===== src/rtl/core/idp_pkg.sv =====
package idp_pkg;

  localparam int unsigned NumChars   = 10;
  localparam int unsigned CharW      = 8;
  localparam int unsigned InDataW    = NumChars * CharW;
  localparam int unsigned YearW      = 14;
  localparam int unsigned MonthW     = 7;
  localparam int unsigned DayW       = 7;
  localparam int unsigned DayNumW    = 22;
  localparam int unsigned PldW       = 12;
  localparam int unsigned OutDataW   = 56;

  localparam logic [CharW-1:0] HyphenChar = 8'h2D;
  localparam logic [CharW-1:0] DigitZero  = 8'h30;
  localparam logic [CharW-1:0] DigitNine  = 8'h39;
  localparam logic [4:0]       LeapFebDays = 5'd29;

  typedef enum logic [1:0] {
    ST_OK     = 2'd0,
    ST_FORMAT = 2'd1,
    ST_RANGE  = 2'd2
  } status_e;

  // Parsed characters, first stage output
  typedef struct packed {
    logic              fmt_ok;
    logic [YearW-1:0]  year;
    logic [MonthW-1:0] month;
    logic [DayW-1:0]   day;
    logic [6:0]        cent;   // year / 100
    logic [6:0]        yrem;   // year % 100
  } dec_t;

  // Checked date with partial day count, second stage output
  typedef struct packed {
    status_e           status;
    logic [YearW-1:0]  year;
    logic [MonthW-1:0] month;
    logic [DayW-1:0]   day;
    logic [DayNumW-1:0] y365;
    logic [PldW-1:0]   pld;
    logic              leap;
  } cal_t;

  typedef struct packed {
    status_e            status;
    logic [DayNumW-1:0] day_number;
    logic [DayW-1:0]    day;
    logic [MonthW-1:0]  month;
    logic [YearW-1:0]   year;
  } res_t;

  function automatic logic [4:0] month_len(input logic [3:0] m);
    logic [4:0] len;
    case (m)
      4'd1, 4'd3, 4'd5, 4'd7, 4'd8, 4'd10, 4'd12: len = 5'd31;
      4'd4, 4'd6, 4'd9, 4'd11:                    len = 5'd30;
      4'd2:                                       len = 5'd28;
      default:                                    len = 5'd0;
    endcase
    return len;
  endfunction

  // Days in the months before month m of a common year
  function automatic logic [8:0] days_before(input logic [3:0] m);
    logic [8:0] d;
    case (m)
      4'd1:    d = 9'd0;
      4'd2:    d = 9'd31;
      4'd3:    d = 9'd59;
      4'd4:    d = 9'd90;
      4'd5:    d = 9'd120;
      4'd6:    d = 9'd151;
      4'd7:    d = 9'd181;
      4'd8:    d = 9'd212;
      4'd9:    d = 9'd243;
      4'd10:   d = 9'd273;
      4'd11:   d = 9'd304;
      4'd12:   d = 9'd334;
      default: d = 9'd0;
    endcase
    return d;
  endfunction

endpackage


===== src/rtl/core/iso_date_parse_to_day_number.sv =====
// Parses a ten-character YYYY-MM-DD date and returns a status in tuser
// (valid, format error, month or day out of range) together with year, month,
// day and the day number counted from year 0. The block is a three-stage
// pipeline (character decode, calendar check with year*365 and prior leap days,
// final day sum), so a result passes the decode, calendar and total registers
// in turn, and one date can be taken every cycle while the output is not held
// off. Each stage holds its own valid bit and is refilled whenever it is
// empty or its successor takes its item, so back pressure on the output stalls
// only as far as the pipeline is full.
module iso_date_parse_to_day_number import idp_pkg::*; (
  input  logic                clk_i,
  input  logic                rst_ni,
  input  logic                s_axis_tvalid_i,
  output logic                s_axis_tready_o,
  // char_0 .. char_9, 8 bits each
  input  logic [InDataW-1:0]  s_axis_tdata_i,
  output logic                m_axis_tvalid_o,
  input  logic                m_axis_tready_i,
  // year_value[13:0], month_value[20:14], day_value[27:21],
  // day_number[49:28], zero fill[55:50]
  output logic [OutDataW-1:0] m_axis_tdata_o,
  // status
  output logic [1:0]          m_axis_tuser_o
);

  logic dec_valid, dec_ready;
  logic cal_valid, cal_ready;
  dec_t dec;
  cal_t cal;
  res_t res;

  idp_decode u_decode (
    .clk_i   (clk_i),
    .rst_ni  (rst_ni),
    .valid_i (s_axis_tvalid_i),
    .ready_o (s_axis_tready_o),
    .data_i  (s_axis_tdata_i),
    .valid_o (dec_valid),
    .ready_i (dec_ready),
    .dec_o   (dec)
  );

  idp_calendar u_calendar (
    .clk_i   (clk_i),
    .rst_ni  (rst_ni),
    .valid_i (dec_valid),
    .ready_o (dec_ready),
    .dec_i   (dec),
    .valid_o (cal_valid),
    .ready_i (cal_ready),
    .cal_o   (cal)
  );

  idp_total u_total (
    .clk_i   (clk_i),
    .rst_ni  (rst_ni),
    .valid_i (cal_valid),
    .ready_o (cal_ready),
    .cal_i   (cal),
    .valid_o (m_axis_tvalid_o),
    .ready_i (m_axis_tready_i),
    .res_o   (res)
  );

  assign m_axis_tuser_o = res.status;
  assign m_axis_tdata_o = {6'd0, res.day_number, res.day, res.month, res.year};

  // A valid date always lands on a nonzero day number
  assert property (@(posedge clk_i) disable iff (!rst_ni)
    m_axis_tvalid_o && res.status == ST_OK |-> res.day_number != '0)
    else $error("valid date with zero day number");

  // Rejected dates carry no day number
  assert property (@(posedge clk_i) disable iff (!rst_ni)
    m_axis_tvalid_o && res.status != ST_OK |-> res.day_number == '0)
    else $error("day number on rejected date");

  // Format errors clear the parsed fields
  assert property (@(posedge clk_i) disable iff (!rst_ni)
    m_axis_tvalid_o && res.status == ST_FORMAT |->
      res.year == '0 && res.month == '0 && res.day == '0)
    else $error("parsed fields kept on format error");

endmodule


===== src/rtl/core/idp_decode.sv =====
module idp_decode import idp_pkg::*; (
  input  logic               clk_i,
  input  logic               rst_ni,
  input  logic               valid_i,
  output logic               ready_o,
  input  logic [InDataW-1:0] data_i,
  output logic               valid_o,
  input  logic               ready_i,
  output dec_t               dec_o
);

  logic       valid_q;
  dec_t       dec_d, dec_q;
  logic [3:0] dv [NumChars];
  logic       chars_ok;

  always_comb begin
    logic [CharW-1:0] c;
    chars_ok = 1'b1;
    for (int k = 0; k < NumChars; k++) begin
      c = data_i[k*CharW +: CharW];
      dv[k] = c[3:0];
      if (k == 4 || k == 7) begin
        if (c != HyphenChar) chars_ok = 1'b0;
      end else begin
        if (!(c inside {[DigitZero:DigitNine]})) chars_ok = 1'b0;
      end
    end
  end

  always_comb begin
    dec_d.fmt_ok = chars_ok;
    dec_d.cent   = 7'(dv[0]) * 7'd10 + 7'(dv[1]);
    dec_d.yrem   = 7'(dv[2]) * 7'd10 + 7'(dv[3]);
    dec_d.year   = 14'(dv[0]) * 14'd1000 + 14'(dv[1]) * 14'd100
                 + 14'(dv[2]) * 14'd10 + 14'(dv[3]);
    dec_d.month  = 7'(dv[5]) * 7'd10 + 7'(dv[6]);
    dec_d.day    = 7'(dv[8]) * 7'd10 + 7'(dv[9]);
  end

  assign ready_o = !valid_q || ready_i;

  always_ff @(posedge clk_i or negedge rst_ni) begin
    if (!rst_ni) begin
      valid_q <= 1'b0;
    end else if (ready_o) begin
      valid_q <= valid_i;
    end
  end

  always_ff @(posedge clk_i) begin
    if (ready_o && valid_i) begin
      dec_q <= dec_d;
    end
  end

  assign valid_o = valid_q;
  assign dec_o   = dec_q;

endmodule


===== src/rtl/core/idp_calendar.sv =====
module idp_calendar import idp_pkg::*; (
  input  logic clk_i,
  input  logic rst_ni,
  input  logic valid_i,
  output logic ready_o,
  input  dec_t dec_i,
  output logic valid_o,
  input  logic ready_i,
  output cal_t cal_o
);

  logic             valid_q;
  cal_t             cal_d, cal_q;
  logic             leap;
  logic             month_ok;
  logic             day_ok;
  logic [4:0]       maxd;
  logic [YearW-1:0] prev_year;
  logic [6:0]       q100;
  logic [4:0]       q400;

  // Leap rules from the century and year-in-century digit pairs
  assign leap = (dec_i.yrem != 7'd0) ? (dec_i.yrem[1:0] == 2'd0)
                                     : (dec_i.cent[1:0] == 2'd0);

  assign month_ok = (dec_i.month >= 7'd1) && (dec_i.month <= 7'd12);
  assign maxd = (dec_i.month == 7'd2 && leap) ? LeapFebDays
                                              : month_len(dec_i.month[3:0]);
  assign day_ok = (dec_i.day != 7'd0) && (dec_i.day <= {2'b00, maxd});

  // Leap days of years 1 .. year-1: p/4 - p/100 + p/400 with p = year-1
  assign prev_year = dec_i.year - 14'd1;
  assign q100 = (dec_i.yrem != 7'd0) ? dec_i.cent : dec_i.cent - 7'd1;
  assign q400 = q100[6:2];

  always_comb begin
    cal_d.leap  = leap;
    cal_d.y365  = 22'(dec_i.year) * 22'd365;
    cal_d.pld   = (dec_i.year == 14'd0) ? 12'd0
                : prev_year[13:2] - 12'(q100) + 12'(q400);
    cal_d.year  = dec_i.year;
    cal_d.month = dec_i.month;
    cal_d.day   = dec_i.day;
    if (!dec_i.fmt_ok) begin
      cal_d.status = ST_FORMAT;
      cal_d.year   = '0;
      cal_d.month  = '0;
      cal_d.day    = '0;
    end else if (!month_ok || !day_ok) begin
      cal_d.status = ST_RANGE;
    end else begin
      cal_d.status = ST_OK;
    end
  end

  assign ready_o = !valid_q || ready_i;

  always_ff @(posedge clk_i or negedge rst_ni) begin
    if (!rst_ni) begin
      valid_q <= 1'b0;
    end else if (ready_o) begin
      valid_q <= valid_i;
    end
  end

  always_ff @(posedge clk_i) begin
    if (ready_o && valid_i) begin
      cal_q <= cal_d;
    end
  end

  assign valid_o = valid_q;
  assign cal_o   = cal_q;

endmodule


===== src/rtl/core/idp_total.sv =====
module idp_total import idp_pkg::*; (
  input  logic clk_i,
  input  logic rst_ni,
  input  logic valid_i,
  output logic ready_o,
  input  cal_t cal_i,
  output logic valid_o,
  input  logic ready_i,
  output res_t res_o
);

  logic               valid_q;
  res_t               res_d, res_q;
  logic [DayNumW-1:0] total;
  logic               feb_extra;

  // Count this year's Feb 29 once the date is past February
  assign feb_extra = cal_i.leap && (cal_i.month > 7'd2);

  assign total = cal_i.y365 + 22'(cal_i.pld) + 22'(days_before(cal_i.month[3:0]))
               + 22'(feb_extra) + 22'(cal_i.day);

  always_comb begin
    res_d.status     = cal_i.status;
    res_d.year       = cal_i.year;
    res_d.month      = cal_i.month;
    res_d.day        = cal_i.day;
    res_d.day_number = (cal_i.status == ST_OK) ? total : '0;
  end

  assign ready_o = !valid_q || ready_i;

  always_ff @(posedge clk_i or negedge rst_ni) begin
    if (!rst_ni) begin
      valid_q <= 1'b0;
    end else if (ready_o) begin
      valid_q <= valid_i;
    end
  end

  always_ff @(posedge clk_i) begin
    if (ready_o && valid_i) begin
      res_q <= res_d;
    end
  end

  assign valid_o = valid_q;
  assign res_o   = res_q;

endmodule


===== config.mk =====
export PLATFORM = sky130hd
export DESIGN_NAME = iso_date_parse_to_day_number
export DESIGN_NICKNAME = d
export VERILOG_FILES = /design/src/rtl/core/idp_pkg.sv /design/src/rtl/core/iso_date_parse_to_day_number.sv /design/src/rtl/core/idp_decode.sv /design/src/rtl/core/idp_calendar.sv /design/src/rtl/core/idp_total.sv
export SDC_FILE = /design/constraint.sdc
export NUM_CORES = 1
export LEC_CHECK = 0
export ABC_AREA = 0
export BUFFER_PORTS_ARGS = -buffer_cell sky130_fd_sc_hd__buf_2
export CAP_MARGIN = 10
export CORE_ASPECT_RATIO = 2
export CORE_MARGIN = 8
export CORE_UTILIZATION = 30
export CTS_CLUSTER_DIAMETER = 80
export CTS_CLUSTER_SIZE = 14
export DETAILED_ROUTE_END_ITERATION = 8
export PLACE_DENSITY_LB_ADDON = 0.05
export SLEW_MARGIN = 40
export SYNTH_ARGS = -nofsm -noshare
export SYNTH_HDL_FRONTEND = slang
export SYNTH_SLANG_ARGS = --single-unit

===== constraint.sdc =====
create_clock -name clk_i -period 6.05 [get_ports clk_i]
set_input_delay 1.21 -clock clk_i [delete_from_list [all_inputs] [get_ports clk_i]]
set_output_delay 1.21 -clock clk_i [all_outputs]
set_load 0.005 [all_outputs]

==> reports/qor.csv, run 1 <==
metric,value,unit
status,finished clean,
grt_max_degree,66,
end_kind,register,
grt_overflow_total,0,
synth_ff_type,edfxtp_1,
ctsLongestPathBuffers,2,
syn2layout_area_growth,15.4,%
viasPerCell,4.51,
clock_latency,0.46,ns
hold_slack,0.424,ns
drtIter0Drc,260,
io_buffers,137,
post-route-cell-area,0.0153,mm^2
crit_required,6.26,ns
synth_adder_area_share,30.2,%
io_pins,144,
relSlewSlack,51.0,%
start_util,30.1,%
tightestPinTransition,0.733,ns
syn_avg_cell_area,11.2,um^2
crit_type,in -> reg,
fin_cells,1905,
synth-async-reset-ratio,1.73,%
firstDrtPassIters,4,
vias,8595,
seq_area_frac_synth,38.3,%
skew,0.0182,ns
grt_pass1_vias,9538,
path_clk_slew,0.08,ns
cp_max_fo,7,
yosys.area_share.simple,9.97,%
ctsHoldBuffers,0,
cts_setup_buffers,0,
grtUsageTotal,12.6,%
postRouteWirelength,30800,um
ant_nets,0,
netlist_instances,1181,
cts_resized,0,
drv_slew,0,
fin_setup_tns,0,ns
startpoint_type,input pin,
cts_buffers,17,
row_count,109,
core-area,0.0439,mm^2
fmax,198,MHz
syn-cell-area,0.0132,mm^2
min_path_type,reg -> reg,
synth_edf_count,158,
post-route-min-period,5.06,ns
synth-seq-cells,173,
fin_crit_sh,83.6,%
yosysWarnings,0,
final_cell_mix,"inv_1, ha_1, edfxtp_1, buf_2, fa_1",
grt_pass1_wl,50100,um
drc,0,
cts.sinks,173,
drive_gt1_share,14.8,%
fin_nets,1685,
die_h,313,um
antenna_found_initial,0,
wl_per_cell,16.2,um
synth_xor_area_share,5.83,%
place_congestion,0.805,
finalHoldViolCount,0,
dieArea,0.0514,mm^2
setup_viol,0,
ys_types,63,
place_inst,1871,
cts_root_buffer,clkbuf_16,
die_x,164,um
max_cap_violations,0,
synth_top_family_by_area,adder cells,
cts_tree,yes,
arrival,5.27,ns
synth_compound_area_share,8.23,%
placed_cell_area,0.0146,mm^2
rsz0062_at_grt,no,
muxShareOfSynthArea,1.02,%
final_common_cell,inv_1,
hpwlAfterDp,25700,um
h-tree-depth,4,
-- cell usage after synthesis, types with 8 or more instances --
cell type	n	area share [%]
a21oi_1	54	2.0
nand4_1	10	0.47
xnor2_1	63	4.2
fa_1	90	14
a21o_1	28	1.6
nor3_1	17	0.64
inv_1	207	5.9
nor2_1	59	1.7
ha_1	175	17
xor2_1	25	1.7
nand2b_1	9	0.43
edfxtp_1	158	36
dfxtp_1	12	1.8
o21ai_0	46	1.7
nand2_1	49	1.4
and2_1	30	1.4
a211oi_1	8	0.45
nor2b_1	10	0.47
mux2i_1	9	0.68
nand3_1	11	0.42
-- critical path: stages --
cell and delay (ns):
buf_2 0.16, fa_1 0.67, inv_1 0.09, fa_1 0.46, ha_1 0.35, nand2_1 0.06, o21ai_0 0.27, a21oi_1 0.09
ha_1 0.30, ha_1 0.30, ha_1 0.24, or4_1 0.57, a31o_2 0.25, a21oi_1 0.17, xnor2_1 0.08
-- kinds of logic (layout without fill, tap and decap cells) --
group | after synthesis | after routing
AO/OA/AOI/OAI | 176 | 176
XOR/XNOR | 88 | 88
adder cells (fa/ha/maj) | 265 | 265
buffers and inverters | 221 | 384
flip-flops | 173 | 173
multiplexers | 13 | 13
other | 1 | 7
AND/OR/NAND/NOR | 244 | 244
-- per-stage QoR --
| step | setup slack (ns) | utilization (%) |
|---|---|---|
| floorplan | 0.947 | - |
| global placement | 0.569 | 33.2 |
| detailed placement | 0.552 | 33.2 |
| CTS | 1.04 | 34.7 |
| global route | 0.694 | 34.7 |
| finish | 0.994 | 34.8 |
-- per-layer routing --
| metal | vias to the layer above | GRT usage (%) | part of all wire, % |
|---|---|---|---|
| met2 | 108 | 23.8 | 54 |
| met3 | 36 | 1.92 | 2.9 |
| li1 | 4321 | - | - |
| met1 | 4130 | 13.7 | 41 |
| met5 | - | 0 | 0 |
| met4 | 0 | 4.40 | 2.0 |
-- state kept, by name (all words and copies together), names as in the netlist, named ones only --
register and flops:
u_calendar.cal_o 65, u_total.res_o 52, u_decode.dec_o 41, u_calendar.valid_o 1, u_decode.valid_o 1, u_total.valid_o 1
-- cell type report --
type	count	area (um^2)
Multi-Input combinational cell	792	7330
Fill cell	4518	28700
Tap cell	555	694
Clock inverter	15	209
Clock buffer	17	425
Sequential cell	173	5060
Timing Repair Buffer	145	762
Antenna cell	1	2.50
Inverter	207	777
-- path summary, 6_finish.rpt --
path	start	end	slack (ns)	cells after the start
worst min-delay path	u_calendar.cal_o[49]	u_total.res_o[0]	0.42	0
worst max-delay path	s_axis_tdata_i[1]	u_decode.dec_o[40]	0.99	15
worst max register to register	u_decode.dec_o[32]	u_calendar.cal_o[34]	1.06	15
min in group asynchronous	rst_ni	u_total.valid_o	0.53	1
worst min register to register	u_calendar.cal_o[49]	u_total.res_o[0]	0.42	0
max in group asynchronous	rst_ni	u_decode.valid_o	5.42	1
Power of run 1 is not shown: default switching activity piles up to over one toggle a cycle in this logic, so the estimate is an artifact.
==> run 2: changes to the inputs <==
--- a/config.mk
+++ b/config.mk
@@ -5,7 +5,7 @@
 export SDC_FILE = /design/constraint.sdc
 export NUM_CORES = 1
 export LEC_CHECK = 0
-export ABC_AREA = 0
+export ABC_AREA = 1
 export BUFFER_PORTS_ARGS = -buffer_cell sky130_fd_sc_hd__buf_2
 export CAP_MARGIN = 10
 export CORE_ASPECT_RATIO = 2
==> constraint.sdc (replaced) <==
create_clock -name clk_i -period 4.4 [get_ports clk_i]
set_input_delay 0.88 -clock clk_i [delete_from_list [all_inputs] [get_ports clk_i]]
set_output_delay 0.88 -clock clk_i [all_outputs]
set_load 0.005 [all_outputs]
==> run 2 against run 1 <==
  * Non-clock buffer count up 42
  * Count of clock-buffer cells in the layout unchanged
  * Worst hold slack lost 0.23 ns
  * Sequential share of layout area fell by 2.3 points
  * Sequential cell count did not move
  * Cell area increased by 7.3%
  * Area after synthesis is 5.5% higher
  * Critical endpoint is now u_decode.dec_o[41]
  * Largest cell class unchanged
  * Highest routed layer unchanged
==> reports/qor.csv, run 2 <==
metric,value,unit
yosysTopAreaCellShare,34.0,%
post-route-cell-area,0.0164,mm^2
min_path_type,in -> async,
status,finished clean,
use_met1,15.1,%
ant_nets,0,
drive_gt1_share,14.4,%
dieArea,0.0541,mm^2
relSlewSlack,49.7,%
synth_ff_type,edfxtp_1,
cp_num_buf_inv,3,
syn-cell-area,0.0139,mm^2
hold_slack,0.197,ns
crit_required,4.61,ns
wl_per_cell,15.2,um
netlist_top_cells_count,"inv_1, nand2_1, ha_1",
post-route-min-period,4.22,ns
place_inst,2275,
synth-seq-cells,173,
grt_pass1_vias,11200,
cts.sinks,173,
viasPerCell,4.39,
yosysTopAreaCell,edfxtp_1,
cp_max_fo,5,
slowest_delay,0.61,ns
place_congestion,0.799,
top_usage_layer,met2,
syn_avg_cell_area,9.15,um^2
fin_setup_tns,0,ns
placed_cell_area,0.0157,mm^2
drtIter0Drc,342,
netlist_top_cells_area,"edfxtp_1, ha_1, fa_1",
vias,10100,
worstPathCellList,buf_2 > fa_2 > inv_1 > fa_1 > ha_1 > nand3_1 > nand3_1 > xor2_1 > inv_1 > ha_1 > ha_1 > ha_1 > nand2_1 > nor2_1 > nand3b_1 > nand3_1 > nand3b_1 > nand2_1,
h-tree-depth,4,
ctsLongestPathBuffers,2,
drv_slew,0,
largest_reg_flops,65,
fin_crit_sh,96.0,%
path_common_cell,ha_1,
fmax,237,MHz
cpLargestDelayFamily,adder cells,
final_cell_mix,"inv_1, nand2_1, ha_1, edfxtp_1, buf_2",
die_h,321,um
fin_cells,2309,
ys_types,42,
tightestPinTransition,0.755,ns
cts_root_buffer,clkbuf_16,
grt_overflow_total,0,
io_pins,144,
seq_area_frac_synth,36.3,%
antenna_found_initial,0,
num_antenna_cells,0,
grt_max_degree,55,
setup_viol,0,
slowest_stage,fa_2,
rsz0062_at_grt,no,
path_clk_slew,0.09,ns
skew,0.0147,ns
synth_edf_count,158,
use_met2,25.9,%
met3_usage,2.17,%
cts_tree,yes,
fin_nets,2075,
grt_pass1_wl,57700,um
postRouteWirelength,35100,um
crit_type,in -> reg,
core-area,0.0462,mm^2
io_buffers,137,
max_cap_violations,0,
drc,0,
cts_buffers,17,
synth-async-reset-ratio,1.73,%
end_kind,register,
start_util,30.2,%
die_x,168,um
fillers,4823,
grtUsageTotal,13.6,%
ctsHoldBuffers,0,
startpoint_type,input pin,
syn2layout_area_growth,17.4,%
netlist_instances,1525,
yosysWarnings,0,
hpwlAfterDp,29400,um
arrival,4.43,ns
row_count,112,
firstDrtPassIters,4,
clock_latency,0.46,ns
finalHoldViolCount,0,
-- run 2: changes by cell type after synthesis, sizes merged, moves of 19 or more --
| cell | change |
|---|---|
| nor2 | +51 |
| nand3 | +61 |
| inv | +121 |
| a21o | -19 |
| xnor2 | -47 |
| nand2 | +279 |
| and2 | -30 |
-- run 2: cell families (layout without fill, tap and decap cells) --
logic type	Yosys count	count (layout)	share of synthesized area (%)
flip-flops	173	173	36.3
AND/OR/NAND/NOR	545	545	16.4
adder cells (fa/ha/maj)	265	265	28.6
other	1	6	0.0269
buffers and inverters	338	547	9.27
XOR/XNOR	59	59	3.70
AO/OA/AOI/OAI	144	144	5.67
-- run 2: through the flow --
stage               util (%)  worst slack (ns)
floorplan                  -            0.0113
global placement        33.9            -0.328
detailed placement      33.9            -0.317
CTS                     35.3             0.127
global route            35.4           0.00400
finish                  35.4             0.178
-- run 2: repair_timing --
item	in CTS	in global routing
setup endpoints to repair	0	1
buffers inserted	0	2
resized for setup	0	7
-- run 2: final timing paths --
| kind | endpoint | slack, ns | startpoint | cells after the start |
|---|---|---|---|---|
| setup / recovery | u_decode.dec_o[41] | 0.18 | s_axis_tdata_i[1] | 18 |
| hold / removal | u_total.valid_o | 0.20 | rst_ni | 1 |
| setup reg to reg | u_calendar.cal_o[29] | 0.25 | u_decode.dec_o[36] | 15 |
| hold reg to reg | u_total.res_o[0] | 0.42 | u_calendar.cal_o[49] | 0 |
| max in group asynchronous | u_decode.valid_o | 4.10 | rst_ni | 1 |
| min in group clk_i | u_total.res_o[0] | 0.42 | u_calendar.cal_o[49] | 0 |
-- run 2: worst register-to-register path, delay by kind of cell, from the launching register on --
| family | cells | cell delay (ns) |
|---|---|---|
| fa+ha+maj | 5 | 2.37 |
| simple gates | 2 | 0.09 |
| compound gates | 3 | 0.57 |
| flops | 1 | 0.57 |
| buf+inv | 5 | 0.33 |
-- run 2: cell type report --
| class | instances | area, um^2 | share of cell area (%) |
|---|---|---|---|
| well taps | 570 | 713 | 4.36 |
| clock inverters | 15 | 209 | 1.28 |
| multi-input cells | 1019 | 7680 | 46.9 |
| clock buffers | 17 | 425 | 2.60 |
| repair buffers | 187 | 1060 | 6.48 |
| inverters | 328 | 1230 | 7.52 |
| flip-flops and latches | 173 | 5060 | 30.9 |
-- run 2: metal layers --
metal / wire length [um] / vias up
li1: - / 5250
met1: 14700 / 4723
met2: 18600 / 126
met3: 956 / 34
met4: 749 / 0
met5: 0 / -
Power of run 2 is left out for the same reason.
